<file path="src/hw/rtl/rgbyp_pkg.sv">
// Shared types, widths and BT.601 matrix constants for the RGB to YPbPr converter.
package rgbyp_pkg;

  localparam int SAMPLE_W  = 16;
  localparam int COEF_W    = 18;
  localparam int PROD_W    = 35;
  localparam int NUM_W     = 33;
  localparam int LIM_W     = 34;
  localparam int DIV_W     = 17;
  localparam int QUO_W     = 16;
  localparam int OUT_W     = 16;
  localparam int NCH       = 3;
  localparam int DIV_STEPS = 16;
  localparam int PRE_STG   = 6;
  localparam int NSTG      = PRE_STG + DIV_STEPS + 1;

  localparam int LUMA_SH   = 15;
  localparam int CHROMA_SH = 14;

  localparam logic [SAMPLE_W-1:0] FS_RESET   = 16'd255;
  localparam logic [OUT_W-1:0]    LUMA_MAX   = OUT_W'(1 << LUMA_SH);
  localparam logic [OUT_W-1:0]    CHROMA_MAX = OUT_W'(1 << CHROMA_SH);

  // channel order
  localparam int CH_Y  = 0;
  localparam int CH_PB = 1;
  localparam int CH_PR = 2;

  typedef logic signed [COEF_W-1:0] coef_t;

  typedef struct packed {
    logic [SAMPLE_W-1:0] red_sample;
    logic [SAMPLE_W-1:0] green_sample;
    logic [SAMPLE_W-1:0] blue_sample;
  } pix_in_t;

  typedef struct packed {
    logic        [OUT_W-1:0] luma;
    logic signed [OUT_W-1:0] blue_difference;
    logic signed [OUT_W-1:0] red_difference;
  } pix_out_t;

  typedef struct packed {
    logic             neg;
    logic             sat;
    logic [NUM_W-1:0] num;
  } div_in_t;

  typedef struct packed {
    logic             neg;
    logic             sat;
    logic [QUO_W-1:0] quo;
  } div_out_t;

  // Matrix with 1.0 = 65536, row = output channel, column = R, G, B
  function automatic coef_t coef_of(input logic [3:0] idx);
    coef_t c;
    unique case (idx)
      4'd0:    c = 18'sd19595;
      4'd1:    c = 18'sd38470;
      4'd2:    c = 18'sd7471;
      4'd3:    c = -18'sd11058;
      4'd4:    c = -18'sd21710;
      4'd5:    c = 18'sd32768;
      4'd6:    c = 18'sd32768;
      4'd7:    c = -18'sd27439;
      4'd8:    c = -18'sd5329;
      default: c = '0;
    endcase
    return c;
  endfunction

endpackage

</file>
<file path="src/hw/rtl/rgbyp_div_pipe.sv">
// Pipelined restoring divider, one quotient bit per stage, sign and clip flags carried along.
module rgbyp_div_pipe
  import rgbyp_pkg::*;
(
  input  logic                 clk,
  input  logic [DIV_STEPS-1:0] ld,
  input  div_in_t              din,
  input  logic [DIV_W-1:0]     divisor,
  output div_out_t             dout
);

  logic [NUM_W-1:0] rem_r [DIV_STEPS];
  logic [QUO_W-1:0] quo_r [DIV_STEPS];
  logic             neg_r [DIV_STEPS];
  logic             sat_r [DIV_STEPS];

  for (genvar j = 0; j < DIV_STEPS; j++) begin : g_step
    localparam int B = DIV_STEPS - 1 - j;
    logic [NUM_W-1:0] rem_in, dsh, rem_nxt;
    logic [QUO_W-1:0] quo_in, quo_nxt;
    logic             neg_in, sat_in;

    if (j == 0) begin : g_first
      assign rem_in = din.num;
      assign quo_in = '0;
      assign neg_in = din.neg;
      assign sat_in = din.sat;
    end else begin : g_next
      assign rem_in = rem_r[j-1];
      assign quo_in = quo_r[j-1];
      assign neg_in = neg_r[j-1];
      assign sat_in = sat_r[j-1];
    end

    assign dsh = NUM_W'(divisor) << B;

    always_comb begin
      rem_nxt = rem_in;
      quo_nxt = quo_in;
      if (rem_in >= dsh) begin
        rem_nxt    = rem_in - dsh;
        quo_nxt[B] = 1'b1;
      end
    end

    always_ff @(posedge clk) begin
      if (ld[j]) begin
        rem_r[j] <= rem_nxt;
        quo_r[j] <= quo_nxt;
        neg_r[j] <= neg_in;
        sat_r[j] <= sat_in;
      end
    end
  end

  assign dout.neg = neg_r[DIV_STEPS-1];
  assign dout.sat = sat_r[DIV_STEPS-1];
  assign dout.quo = quo_r[DIV_STEPS-1];

endmodule

</file>
<file path="config.mk">
export PLATFORM = sky130hd
export DESIGN_NAME = rgbyp_div_pipe
export DESIGN_NICKNAME = d
export VERILOG_FILES = /design/src/hw/rtl/rgbyp_pkg.sv /design/src/hw/rtl/rgbyp_div_pipe.sv
export SDC_FILE = /design/constraint.sdc
export NUM_CORES = 1
export LEC_CHECK = 0
export BUFFER_PORTS_ARGS = -buffer_cell sky130_fd_sc_hd__buf_2
export CAP_MARGIN = 25
export CORE_ASPECT_RATIO = 0.5
export CORE_UTILIZATION = 50
export CTS_CLUSTER_SIZE = 10
export DETAILED_ROUTE_END_ITERATION = 10
export PLACE_DENSITY = 0.62
export RECOVER_POWER = 50
export SLEW_MARGIN = 20
export SYNTH_ARGS = -nofsm -noshare
export SYNTH_HDL_FRONTEND = slang
export SYNTH_SLANG_ARGS = --single-unit
</file>
<file path="constraint.sdc">
create_clock -name clk -period 10.8 [get_ports clk]
set_clock_uncertainty 0.1 [all_clocks]
set_input_delay 1.62 -clock clk [delete_from_list [all_inputs] [get_ports clk]]
set_output_delay 1.62 -clock clk [all_outputs]
set_load 0.01 [all_outputs]
</file>
==> results.tsv <==
metric	value	unit
synth-simple-area-share	0.131	
synth-edff-count	663	
grt_first_pass_wirelength	127000	µm
start_util	0.512	
dieArea	76900	µm²
grt_antenna_before_repair	0	
cts-root-buf	clkbuf_16	
synthAdderAreaFrac	0.0978	
crit_path_end_kind	flop	
insertion_delay	660	ps
place_area	39500	µm²
multi_input_area	17300	µm²
syn_area	37900	µm²
synth_cells	3355	
cp.required	11110	ps
vias	25736	
startpoint	divisor[1]	
drv_cap	10	
regToRegStartpoint	rem_r[1][166]	
hp-class	reg2reg	
dp_hpwl	59700	µm
worstMarginPinSlew	2950	ps
htree_num_levels	3	
layout-drive-gt1-share	0.0753	
period_share	0.484	
violations	capacitance limit, slew limit	
design_power_total	10.1	mW
post-place-cells	4413	
maxSlewViolCount	407	
final_cell_area	41600	µm²
critical_path_arrival	5530	ps
fin_setup_tns	0	ps
layout.nets	3841	
die_x	391	µm
fmax	191	MHz
synth.avg_cell_area	11.3	µm²
route.detailed.drc	0	
hp-start	quo_r[1][31]	
ys_warn_count	0	
ctsResizeCount	0	
grt_pass1_vias	25421	
ys.flop_type	edfxtp_1	
max-vdd-ir-drop	125	µV
slew-limit-headroom	-0.964	
grt_max_degree	51	
cts_setup_buffers	0	
drt_iter0_drc	1408	
path_class	in2reg	
portBuffers	86	
synth_compound_area_frac	0.149	
coreArea	74000	µm²
overflow	0	
rsz0062_at_grt	no	
setup_viol	0	
n_antenna_cell	0	
fill_cells	6158	
viasPerCell	5.72	
finalCriticalPeriod	5230	ps
leakagePower	15.5	nW
synthXorXnorAreaFrac	0.0685	
area_growth	9.83	%
ys_types	91	
final_antenna_net_count	0	
seq_area_frac_synth	0.526	
die_height	197	µm
register_area	19900	µm²
cts_tree	built	
numCtsBuffers	76	
yosys-mux-area-fraction	0.0106	
clk_pin_slew_worst_paths	50	ps
clock_path_buffers	3	
place_congestion	0.915	
cts_num_sinks	663	
cts_hold_buffers	0	
power.density	243	nW/µm²
row_count	70	
grt_usage	0.207	
wire_per_inst	17.4	µm
syn_nets	3711	
boundaryPins	87	
synth-async-reset-ratio	0	
ys_ff_latch	663	
dr.pass1.iters	7	
synth_top_family_by_area	compound AO/OA/AOI/OAI gates	
wl	78500	µm
final_hold_viol_count	0	
final_cell_count_no_fill	4503	
path_max_fanout	31	
start_kind	primary input	
status	complete, but fails checks	
[stage by stage]
step	setup slack, ps	utilization	hold WS (ps)
after CTS	5590	0.562	310
after global routing	5310	0.562	310
after detailed placement	4920	0.534	305
after floorplan	5830	-	300
final	5570	0.562	309
after global placement	4960	0.534	300
[path summary, 6_finish.rpt]
kind                        end  slack [ps]  cells after the start
hold / removal     quo_r[1][47]         310                      0
hold reg to reg    quo_r[1][47]         310                      0
setup reg to reg  rem_r[1][230]        6680                     13
setup / recovery  rem_r[0][210]        5570                     12
[cells in the final DEF, fill, tap and decap left out, drive strengths merged, types with 29 or more instances in the layout]
cell type and n:
mux2 33, nand2b 41, o21ai 232, nor3 86, o31ai 34, nor4 64, nor2b 36, xor2 169
a21o 105, nand3 58, nand2 295, or3 29, clkbuf 107, nor2 262, buf 94, o21a 46
a21oi 271, inv 102, ha 272, xnor2 127, edfxtp 663
[report_power, final]
part           leakage (nW)  switching (mW)  internal [mW]
logic                  8.15            2.09           1.66
clock network          1.01           0.955           1.31
registers              6.35           0.384           3.73
[synth_stat cells, drive strengths merged (10+ instances only)]
master | n | area [µm²]
edfxtp | 663 | 19900
nand2 | 295 | 1110
ha | 272 | 3400
a21oi | 271 | 1360
nor2 | 262 | 991
o21ai | 232 | 1190
xor2 | 169 | 1480
xnor2 | 127 | 1110
a21o | 105 | 788
inv | 100 | 378
nor3 | 86 | 430
nor4 | 64 | 400
nand3 | 58 | 290
clkbuf | 52 | 195
o21a | 46 | 345
nand2b | 41 | 257
nor2b | 36 | 225
o31ai | 34 | 269
mux2 | 33 | 372
or3 | 29 | 186
a211oi | 27 | 203
nand4 | 25 | 156
o21bai | 23 | 173
or2 | 19 | 119
or4 | 19 | 143
a31oi | 18 | 113
and3 | 15 | 93.8
fa | 15 | 300
buf | 14 | 82.6
nand4b | 14 | 123
o211ai | 14 | 105
o31a | 14 | 131
nor4b | 13 | 114
and2 | 11 | 68.8
a2111oi | 10 | 95.1
a211o | 10 | 87.6
a21boi | 10 | 75.1
[layout make-up]
cell class,count,area share
Multi-Input combinational cell,2526,0.417
Timing Repair Buffer,118,0.0153
Clock buffer,83,0.0484
Sequential cell,663,0.479
Clock inverter,5,0.00126
Tap cell,1008,0.0303
Inverter,100,0.00909
[routing by layer]
metal  routed length (µm)  part of all wire  up-vias  track usage
met5                    0                 0        -            0
met4                 2770             0.035        0       0.0861
met3                 2770             0.035      173       0.0362
met2                38100              0.49      469        0.365
met1                34900              0.44    12120        0.252
li1                     -                 -    12974            -
[logic make-up after synthesis]
kind of cell	Yosys count
fa+ha+maj	287
flops	663
simple gates	1014
xor+xnor	296
buf+inv	166
compound gates	893
mux	36
[worst max-delay path, stage by stage]
cell and delay [ps]:
buf_2 490, inv_1 80, buf_4 280, fa_1 510, a21o_1 220, a221oi_1 360, a21oi_1 210, a21oi_1 410
a31oi_1 200, a31oi_2 400, buf_4 340, mux2_2 370
[state kept, by name (all words and copies together), names as in the netlist]
signal	flops
rem_r	495
quo_r	136
neg_r	16
sat_r	16
Note: power is estimated with default switching activity, not from simulation.
